===== config.mk =====
export PLATFORM = sky130hd
export DESIGN_NAME = buzzer_tone_sequencer_core
export DESIGN_NICKNAME = d
export VERILOG_FILES = /design/src/rtl/bts_pkg.sv /design/src/rtl/bts_update.sv /design/src/rtl/buzzer_tone_sequencer_core.sv
export SDC_FILE = /design/constraint.sdc
export NUM_CORES = 1
export LEC_CHECK = 0
export ABC_CLOCK_PERIOD_IN_PS = 3970
export BUFFER_PORTS_ARGS = -buffer_cell sky130_fd_sc_hd__buf_2
export CORE_AREA = 2 2 121 123
export CTS_CLUSTER_DIAMETER = 150
export DETAILED_ROUTE_END_ITERATION = 12
export DIE_AREA = 0 0 123 125
export PLACE_DENSITY = 0.63
export RECOVER_POWER = 50
export REMOVE_ABC_BUFFERS = 1
export SKIP_CTS_REPAIR_TIMING = 1
export SKIP_LAST_GASP = 1
export SYNTH_ARGS = -nofsm -noshare
export SYNTH_HDL_FRONTEND = slang
export SYNTH_SLANG_ARGS = --single-unit
export TNS_END_PERCENT = 5

===== constraint.sdc =====
create_clock -name clk -period 3.97 [get_ports clk]
set_input_delay 0.794 -clock clk [delete_from_list [all_inputs] [get_ports clk]]
set_output_delay 0.794 -clock clk [all_outputs]
set_load 0.01 [all_outputs]

===== src/rtl/bts_pkg.sv =====
// types, codes and melody tables shared by the tone sequencer
package bts_pkg;

    // item operation codes
    typedef enum logic [2:0] {
        OP_TICK     = 3'd0,
        OP_BEEP     = 3'd1,
        OP_CLICK    = 3'd2,
        OP_START    = 3'd3,
        OP_STOP     = 3'd4,
        OP_COMPLETE = 3'd5,
        OP_ERROR    = 3'd6,
        OP_NONE     = 3'd7
    } op_t;

    // machine status codes
    localparam logic [2:0] ST_IDLE    = 3'd0;
    localparam logic [2:0] ST_WINDING = 3'd1;
    localparam logic [2:0] ST_PAUSED  = 3'd2;
    localparam logic [2:0] ST_ERROR   = 3'd3;
    localparam logic [2:0] ST_ESTOP   = 3'd4;

    // preset melodies; the queue only ever holds the tail of one of them
    typedef enum logic [1:0] {
        MEL_START    = 2'd0,
        MEL_COMPLETE = 2'd1,
        MEL_ERROR    = 2'd2
    } melody_t;

    typedef struct packed {
        logic [15:0] freq;
        logic [15:0] ms;
    } note_t;

    // fixed single notes
    localparam note_t CLICK_NOTE = '{freq: 16'd2000, ms: 16'd20};
    localparam note_t STOP_NOTE  = '{freq: 16'd600,  ms: 16'd200};

    // sequencer state carried between beats
    typedef struct packed {
        logic        playing;
        logic [15:0] remaining_ms;
        logic [15:0] drive_freq;
        logic [2:0]  last_status;
        logic [1:0]  read_slot;
        logic [1:0]  write_slot;
        melody_t     melody;
    } state_t;

    // note at a position of a preset melody
    function automatic note_t melody_note(melody_t mel, logic [1:0] idx);
        note_t n;
        n = '{freq: 16'd0, ms: 16'd0};
        case (mel)
            MEL_START: begin
                case (idx)
                    2'd0:    n = '{freq: 16'd800,  ms: 16'd80};
                    2'd1:    n = '{freq: 16'd1200, ms: 16'd80};
                    default: n = '{freq: 16'd1600, ms: 16'd120};
                endcase
            end
            MEL_COMPLETE: begin
                case (idx)
                    2'd0:    n = '{freq: 16'd1000, ms: 16'd120};
                    2'd1:    n = '{freq: 16'd1200, ms: 16'd120};
                    2'd2:    n = '{freq: 16'd1500, ms: 16'd120};
                    default: n = '{freq: 16'd2000, ms: 16'd250};
                endcase
            end
            default: begin
                case (idx)
                    2'd0:    n = '{freq: 16'd400, ms: 16'd300};
                    default: n = '{freq: 16'd200, ms: 16'd400};
                endcase
            end
        endcase
        return n;
    endfunction

    // index of the last note of a preset melody (queue fill after start)
    function automatic logic [1:0] melody_last(melody_t mel);
        logic [1:0] r;
        case (mel)
            MEL_START:    r = 2'd2;
            MEL_COMPLETE: r = 2'd3;
            default:      r = 2'd1;
        endcase
        return r;
    endfunction

endpackage


===== src/rtl/bts_update.sv =====
// next-state logic of the tone sequencer for one beat
module bts_update (
    input  bts_pkg::state_t cur,
    input  logic [2:0]      op,
    input  logic [15:0]     beep_freq,
    input  logic [15:0]     beep_ms,
    input  logic [2:0]      machine_status,
    input  logic            sound_enable,
    output bts_pkg::state_t nxt
);

    logic              set_go;
    bts_pkg::melody_t  set_mel;
    logic              single_go;
    bts_pkg::note_t    single_note;
    bts_pkg::note_t    pop_note;
    bts_pkg::note_t    first_note;
    logic [15:0]       rem_dec;
    logic              status_change;

    // countdown and the note that follows in the queue
    assign rem_dec       = (cur.remaining_ms != 16'd0) ? cur.remaining_ms - 16'd1 : 16'd0;
    assign pop_note      = bts_pkg::melody_note(cur.melody, cur.read_slot + 2'd1);
    assign first_note    = bts_pkg::melody_note(set_mel, 2'd0);
    assign status_change = (machine_status != cur.last_status);

    // decode which melody or single note this beat starts
    always_comb
    begin
        set_go      = 1'b0;
        set_mel     = bts_pkg::MEL_START;
        single_go   = 1'b0;
        single_note = bts_pkg::CLICK_NOTE;
        case (bts_pkg::op_t'(op))
            bts_pkg::OP_TICK:
            begin
                if (status_change)
                begin
                    if (machine_status == bts_pkg::ST_WINDING
                        && cur.last_status != bts_pkg::ST_PAUSED)
                    begin
                        set_go  = 1'b1;
                        set_mel = bts_pkg::MEL_START;
                    end
                    else if (machine_status == bts_pkg::ST_IDLE
                             && cur.last_status == bts_pkg::ST_WINDING)
                    begin
                        set_go  = 1'b1;
                        set_mel = bts_pkg::MEL_COMPLETE;
                    end
                    else if (machine_status == bts_pkg::ST_ERROR
                             || machine_status == bts_pkg::ST_ESTOP)
                    begin
                        set_go  = 1'b1;
                        set_mel = bts_pkg::MEL_ERROR;
                    end
                end
            end
            bts_pkg::OP_BEEP:
            begin
                single_go   = 1'b1;
                single_note = '{freq: beep_freq, ms: beep_ms};
            end
            bts_pkg::OP_CLICK:
            begin
                single_go   = 1'b1;
                single_note = bts_pkg::CLICK_NOTE;
            end
            bts_pkg::OP_STOP:
            begin
                single_go   = 1'b1;
                single_note = bts_pkg::STOP_NOTE;
            end
            bts_pkg::OP_START:
            begin
                set_go  = 1'b1;
                set_mel = bts_pkg::MEL_START;
            end
            bts_pkg::OP_COMPLETE:
            begin
                set_go  = 1'b1;
                set_mel = bts_pkg::MEL_COMPLETE;
            end
            bts_pkg::OP_ERROR:
            begin
                set_go  = 1'b1;
                set_mel = bts_pkg::MEL_ERROR;
            end
            default:
            begin
                set_go = 1'b0;
            end
        endcase
    end

    // state update: tick note handling first, then any new tone
    always_comb
    begin
        nxt = cur;
        if (bts_pkg::op_t'(op) == bts_pkg::OP_TICK)
        begin
            if (cur.playing)
            begin
                nxt.remaining_ms = rem_dec;
                if (rem_dec == 16'd0)
                begin
                    if (cur.read_slot != cur.write_slot)
                    begin
                        nxt.read_slot    = cur.read_slot + 2'd1;
                        nxt.drive_freq   = pop_note.freq;
                        nxt.remaining_ms = pop_note.ms;
                    end
                    else
                    begin
                        nxt.drive_freq   = 16'd0;
                        nxt.remaining_ms = 16'd0;
                        nxt.playing      = 1'b0;
                    end
                end
            end
            nxt.last_status = machine_status;
        end

        // preset melody: queue holds the tail, first note plays now if sound is enabled
        if (set_go)
        begin
            nxt.melody     = set_mel;
            nxt.read_slot  = 2'd0;
            nxt.write_slot = bts_pkg::melody_last(set_mel);
            if (sound_enable)
            begin
                nxt.drive_freq   = first_note.freq;
                nxt.remaining_ms = first_note.ms;
                nxt.playing      = 1'b1;
            end
        end

        // single note: queue emptied
        if (single_go)
        begin
            nxt.read_slot  = 2'd0;
            nxt.write_slot = 2'd0;
            if (sound_enable)
            begin
                nxt.drive_freq   = single_note.freq;
                nxt.remaining_ms = single_note.ms;
                nxt.playing      = 1'b1;
            end
        end
    end

endmodule


===== src/rtl/buzzer_tone_sequencer_core.sv =====
// top level of the buzzer tone sequencer
//
//  channel   direction  handshake          beat carries
//  in        sink       in_valid/in_stall  op, beep_freq, beep_ms, machine_status
//  out       source     out_valid/out_stall tone_freq, tone_on, queued_notes
//  cfg       sink       cfg_valid/cfg_ready cfg_data (sound enable)
//
//  one beat per cycle sustained while out_stall is low; a beat is held in the
//  input register and leaves through the result register.
//  the whole state update is one pass of next-state logic on the input register.
//  reset clears the state and both valid flags; sound is disabled after reset.
//  out_stall holds the result register and, through it, the input register.
//  queued notes are always the tail of a preset melody, so they come from a table.
module buzzer_tone_sequencer_core (
    input  logic        clk,
    input  logic        rst_n,
    input  logic        in_valid,
    output logic        in_stall,
    input  logic [2:0]  op,
    input  logic [15:0] beep_freq,
    input  logic [15:0] beep_ms,
    input  logic [2:0]  machine_status,
    output logic        out_valid,
    input  logic        out_stall,
    output logic [15:0] tone_freq,
    output logic        tone_on,
    output logic [3:0]  queued_notes,
    input  logic        cfg_valid,
    output logic        cfg_ready,
    input  logic        cfg_data
);

    logic            in_valid_reg;
    logic [2:0]      op_reg;
    logic [15:0]     beep_freq_reg;
    logic [15:0]     beep_ms_reg;
    logic [2:0]      status_reg;
    logic            enable_reg;
    bts_pkg::state_t state_reg;
    bts_pkg::state_t state_next;
    logic            out_valid_reg;
    logic [15:0]     tone_freq_reg;
    logic            tone_on_reg;
    logic [3:0]      queued_reg;
    logic            advance;
    logic            in_take;

    // pipeline flow
    assign advance  = in_valid_reg && (!out_valid_reg || !out_stall);
    assign in_stall = in_valid_reg && !advance;
    assign in_take  = in_valid && !in_stall;

    // configuration register
    assign cfg_ready = 1'b1;

    always_ff @(posedge clk or negedge rst_n)
    begin
        if (!rst_n)
            enable_reg <= 1'b0;
        else if (cfg_valid && cfg_ready)
            enable_reg <= cfg_data;
    end

    // input register
    always_ff @(posedge clk or negedge rst_n)
    begin
        if (!rst_n)
            in_valid_reg <= 1'b0;
        else if (in_take)
            in_valid_reg <= 1'b1;
        else if (advance)
            in_valid_reg <= 1'b0;
    end

    always_ff @(posedge clk)
    begin
        if (in_take)
        begin
            op_reg        <= op;
            beep_freq_reg <= beep_freq;
            beep_ms_reg   <= beep_ms;
            status_reg    <= machine_status;
        end
    end

    // next-state logic
    bts_update u_update (
        .cur            (state_reg),
        .op             (op_reg),
        .beep_freq      (beep_freq_reg),
        .beep_ms        (beep_ms_reg),
        .machine_status (status_reg),
        .sound_enable   (enable_reg),
        .nxt            (state_next)
    );

    // sequencer state
    always_ff @(posedge clk or negedge rst_n)
    begin
        if (!rst_n)
        begin
            state_reg <= '{playing: 1'b0, remaining_ms: 16'd0, drive_freq: 16'd0,
                           last_status: bts_pkg::ST_IDLE, read_slot: 2'd0,
                           write_slot: 2'd0, melody: bts_pkg::MEL_START};
        end
        else if (advance)
        begin
            state_reg <= state_next;
        end
    end

    // result register
    always_ff @(posedge clk or negedge rst_n)
    begin
        if (!rst_n)
            out_valid_reg <= 1'b0;
        else if (advance)
            out_valid_reg <= 1'b1;
        else if (!out_stall)
            out_valid_reg <= 1'b0;
    end

    always_ff @(posedge clk)
    begin
        if (advance)
        begin
            tone_freq_reg <= state_next.drive_freq;
            tone_on_reg   <= state_next.playing;
            queued_reg    <= {2'b00, state_next.write_slot - state_next.read_slot};
        end
    end

    assign out_valid    = out_valid_reg;
    assign tone_freq    = tone_freq_reg;
    assign tone_on      = tone_on_reg;
    assign queued_notes = queued_reg;

endmodule

# Word level (Yosys, flattened, before mapping)
# Cells that the tools add are included.
# W data, S select, Z words.
[totals]
ff_bits = 102
out_inout_bits = 24
word_cells = 98
[classes]
n_reduce_logical = 23
addsub = 3
muxes = 37
n_eq_ne = 18
[op_table]
columns = ["op", "count"]
rows = [
  ["$mux W33", 6],
  ["$pmux W32 S2", 2],
  ["$pmux W27 S3", 1],
  ["$pmux W27 S2", 1],
  ["$pmux W26 S2", 1],
  ["$mux W38", 1],
  ["$mux W32", 1],
  ["$mux W25", 1],
  ["$logic_not A16 Y1", 1],
  ["$mux W16", 1],
  ["$reduce_bool A16 Y1", 1],
  ["$sub A16 B1 Y16 const B", 1],
  ["$mux W2", 7],
  ["$eq A3 B3 Y1 const B", 4],
  ["$mux W1", 10],
  ["$eq A3 B1 Y1 const B", 3],
  ["$eq A3 B2 Y1 const B", 3],
  ["$eq A2 B1 Y1 const B", 3],
  ["$logic_not A2 Y1", 3],
  ["$logic_not A3 Y1", 2],
  ["$mux W6", 1],
  ["$pmux W2 S3", 1],
  ["$reduce_or A3 Y1", 2],
  ["$logic_and A1 B1 Y1", 5],
  ["other kinds (14)", 19],
]

# Logic depth before layout (Yosys ltp)
[logic_depth]
word_depth = 13
depth_mapped = 14

# Modules after synthesis
# A second synthesis with hierarchy kept.
[unflattened]
cells_unflattened = 501
area_unflattened_um2 = 5549.1
[modules_own_cells]
columns = ["module", "cells_each", "seq_area_each_um2", "instances", "area_each_um2"]
rows = [
  ["buzzer_tone_sequencer_core", 165, 2837.7, 1, 3487.1],
  ["bts_update", 336, 0.0, 1, 2062.0],
]

# Worst setup path after synthesis
# No wires, ideal clock.
[synth_path]
path_type = "register to register"
startpoint = "register state_reg[25] (netlist bit)"
endpoint = "register queued_reg[1], in the netlist queued_notes[1] (data pin)"
arrival_ps = 3199
setup_time_ps = 260
stages_incl_launch_ff = 15
slack_ps = 511
path_cell_list = "dfrtp_1 > clkbuf_1 > inv_1 > ha_1 > or3b_2 > clkbuf_1 > nor2_1 > or4_4 > a2111oi_4 > o211ai_4 > xnor2_1 > nor2_1 > ha_1 > xnor2_1 > xnor2_1"
[synth_rtl]
columns = ["element", "line_no", "text"]
rows = [
  ["start, declared", "buzzer_tone_sequencer_core.sv:39", "bts_pkg::state_t state_reg;"],
  ["start signal, assigned", "buzzer_tone_sequencer_core.sv:102", "state_reg <= '{playing: 1'b0, remaining_ms: 16'd0, drive_freq: 16'd0,"],
  ["start signal, assigned", "buzzer_tone_sequencer_core.sv:108", "state_reg <= state_next;"],
  ["end signal, assigned", "buzzer_tone_sequencer_core.sv:129", "queued_reg <= {2'b00, state_next.write_slot - state_next.read_slot};"],
  ["end, declared", "buzzer_tone_sequencer_core.sv:44", "logic [3:0] queued_reg;"],
]

# Worst setup path in the final report
[layout_path]
startpoint = "register state_reg[25] (netlist bit)"
endpoint = "register state_reg[12] (netlist bit)"
[layout_via]
elab_chain_cells = 10
word_cells_on_any_way = 11
classes_between = "add/sub (1); mux (8); reduce/logical (2)"
[layout_rtl]
columns = ["element", "line_no", "text"]
rows = [
  ["$sub A16 B1 Y16 or $reduce_bool A16 Y1 (tied branches)", "bts_update.sv:22", "assign rem_dec = (cur.remaining_ms != 16'd0) ? cur.remaining_ms - 16'd1 : 16'd0;"],
  ["$mux W16 (*)", "bts_update.sv:22", ""],
  ["$logic_not A16 Y1 (*)", "bts_update.sv:105", "if (rem_dec == 16'd0)"],
  ["$mux W33 (*)", "bts_update.sv:105", ""],
  ["$mux W33 (*)", "bts_update.sv:102", "if (cur.playing)"],
  ["$mux W38 (*)", "bts_update.sv:100", "if (bts_pkg::op_t'(op) == bts_pkg::OP_TICK)"],
  ["$mux W33", "bts_update.sv:130", "if (sound_enable)"],
  ["$mux W33 (*)", "bts_update.sv:125", "if (set_go)"],
  ["$mux W33", "bts_update.sv:143", "if (sound_enable)"],
  ["$mux W33 (*)", "bts_update.sv:139", "if (single_go)"],
]
# Every way passes the cells marked *; elsewhere a longest branch is shown, timed or not.
# A chain may end at the register's enable or synchronous reset.

==> impl_metrics.ini <==
[critical_path]
worstSetupEndpointType = flip-flop
worstPathArrival_ns = 3.87
cp_max_fo = 11
cp-startpoint = state_reg[25]
r2r_start = state_reg[25]
cp.required_ns = 4.22
setup.worst_path.class = flip-flop to flip-flop
crit_path_end = state_reg[12]
rrSetupSlack_ns = 0.34
reg2reg_depth = 9
critPathLaunchType = flip-flop
reg2reg_to = state_reg[12]

[timing]
worst-slew-pin-transition_ns = 2.621
max-slew-margin-rel_pct = -74.80
hold_viol = 0
max_freq_mhz = 275.8
clock_skew_ns = 0.007662
finalSetupTns_ns = 0
min_period_ns = 3.626
rsz0062_at_grt = no
whs_ns = 0.4959
slew_viol_final = 39
setup_viol = 0
period_share_pct = 91.35

[floorplan]
fp.dieH_um = 125
core_mm2 = 0.01420
rows = 44
die_w_um = 123
ioPinCount = 68
initial_utilization_pct = 38.97
die_area_mm2 = 0.01538

[placement]
placed_cell_area_mm2 = 0.006040
dp.cells = 772
place_hpwl_um = 10120
numPortBuffers = 64
gp_congestion = 0.9012

[logic_synthesis]
yosys.cell_types.count = 69
synthFlopType = edfxtp_1
syn-cell-area_mm2 = 0.005535
ys_seq_elements = 102
avgSynthCellArea_um2 = 10.14
async_flop_share_pct = 44.12
synth_seq_area_share_pct = 51.27
synth-edff-count = 57
netlist_instances = 546
yosysWarnings = 0

[pwr]
finalPower_w = 0.002964
p_leak_nw = 2.408
vdd_ir_drop_max_v = 0.0002723
power_density_mw_per_mm2 = 471.2

[clock_tree]
cts_sinks = 102
h-tree-depth = 3
root_buffer = clkbuf_16
cts_buffers = 9
cts.path.max_buffers = 2
clk_pin_slew_ns = 0.07
worstSkewPairLatency_ns = 0.36
cts_tree = done

[hold_path]
min_from = state_reg[24]
hp-class = flip-flop to flip-flop

[detailed_routing]
dr.pass1.iters = 5
wl_um = 14490
via_per_inst = 5.807
postRouteAntennaNets = 0
drt_iter0_drc = 449
post_drt_wl_per_cell_um = 18.41
vias = 4570
route.detailed.drc = 0

[global_route]
antenna_found_initial = 0
grt_pass1_wl_um = 23720
grt_pass1_vias = 4566
grt_overflow = 0
grt_max_degree = 39
grt_use_total_pct = 19.78

[final_layout]
fin_cells = 787
largest_register_ffs = 42
drive_above_1_share_pct = 14.93
syn2layout_area_growth_pct = 13.63
final_area_mm2 = 0.006290
antenna_cells = 0
nNetsFinal = 652

[job]
maxCapViolCount = 1

[run_status]
violations = max-capacitance violations, max-slew violations
status = finished with violations
-- report_power, final --
part	total [W]	switching (W)	internal (W)	leakage, nW
logic	0.000677	0.000400	0.000277	1.17
clock network	0.000851	0.000418	0.000433	0.131
registers	0.00144	0.000163	0.00127	1.11
-- per-layer routing --
layer | up-vias | routed length, um | GRT usage, %
met5 | - | 0 | 0
met4 | 0 | 294 | 8.088
met3 | 26 | 633 | 3.650
met2 | 124 | 7148 | 32.17
met1 | 2269 | 6409 | 25.90
li1 | 2151 | - | -
-- final cells by class --
class / count / area (um^2)
clock buffer: 9 / 225.2
timing repair buffer: 78 / 394.1
clock inverter: 6 / 57.56
tap: 184 / 230.2
fill: 1406 / 7914
inverter: 18 / 67.56
sequential: 102 / 2838
multi-input combinational: 390 / 2477
-- critical path, cell delays in order (launching register included) --
cell and delay, ns:
dfrtp_1 0.46, inv_1 0.11, ha_1 0.26, or3b_2 0.55, nor2_1 0.31, nand4_1 0.26, a32oi_1 0.43, and3_1 0.42
o21ai_1 0.34, a22o_1 0.37
-- worst min-delay path by stage --
stage / cells past startpoint / end / slack (ns)
2_1_floorplan: 2 / state_reg[13] / 0.45
3_3_place_gp: 2 / state_reg[13] / 0.47
3_5_place_dp: 1 / state_reg[24] / 0.48
4_1_cts: 1 / state_reg[6] / 0.42
5_1_grt: 1 / state_reg[9] / 0.51
6_report: 1 / state_reg[24] / 0.50
-- logic make-up after synthesis --
family / Yosys count / synth area share [%]
compound gates: 169 / 21.68
xor+xnor: 10 / 1.582
fa+ha+maj: 9 / 2.034
buf+inv: 55 / 4.136
flops: 102 / 51.27
mux: 14 / 2.690
other cells: 2 / 0.1357
simple gates: 185 / 16.48
-- stage by stage --
| step | utilization [%] | worst slack, ns |
|---|---|---|
| 6_report | 44.28 | 0.3435 |
| 5_1_grt | 44.28 | 0.04987 |
| 4_1_cts | 44.51 | 0.3912 |
| 3_5_place_dp | 42.52 | 0.4088 |
| 3_3_place_gp | 42.52 | 0.4867 |
| 2_1_floorplan | - | 0.4047 |
-- layout by cell type, fill, tap and decap left out, types with 13 or more instances in the layout --
master,count
a21oi_1,33
buf_2,42
buf_4,13
clkbuf_1,23
dfrtp_1,45
edfxtp_1,57
inv_1,18
nand2_1,54
nand2b_1,13
nand3_1,16
nor2_1,43
o21ai_0,38
-- cells in the mapped netlist (all sizes together) (3+ instances only) --
cell type / number / area share (%)
a211oi: 6 / 0.81
mux2: 7 / 1.4
nand4: 4 / 0.45
edfxtp: 57 / 31
a31oi: 4 / 0.45
nand2b: 13 / 1.5
o311ai: 4 / 0.77
nor4: 7 / 0.79
clkbuf: 28 / 1.9
or4: 7 / 1.0
nand2: 54 / 3.7
a32oi: 3 / 0.47
a211o: 3 / 0.47
nor2: 43 / 2.9
a21oi: 33 / 3.0
and3: 6 / 0.68
nor3: 12 / 1.1
ha: 9 / 2.0
mux2i: 7 / 1.3
a21o: 6 / 0.81
o31a: 3 / 0.47
a32o: 7 / 1.3
dfrtp: 45 / 20
a22o: 12 / 1.9
nor2b: 5 / 0.57
and2: 4 / 0.45
or2: 3 / 0.34
o31ai: 7 / 0.95
a221o: 4 / 0.72
inv: 18 / 1.2
buf: 9 / 1.0
o211ai: 6 / 1.1
xnor2: 7 / 1.1
nand3: 16 / 1.4
xor2: 3 / 0.47
a22oi: 4 / 0.54
o21ai: 39 / 3.5
nand3b: 4 / 0.54
o22ai: 6 / 0.68
o21a: 3 / 0.41
Power figures use the tool's default switching activity.
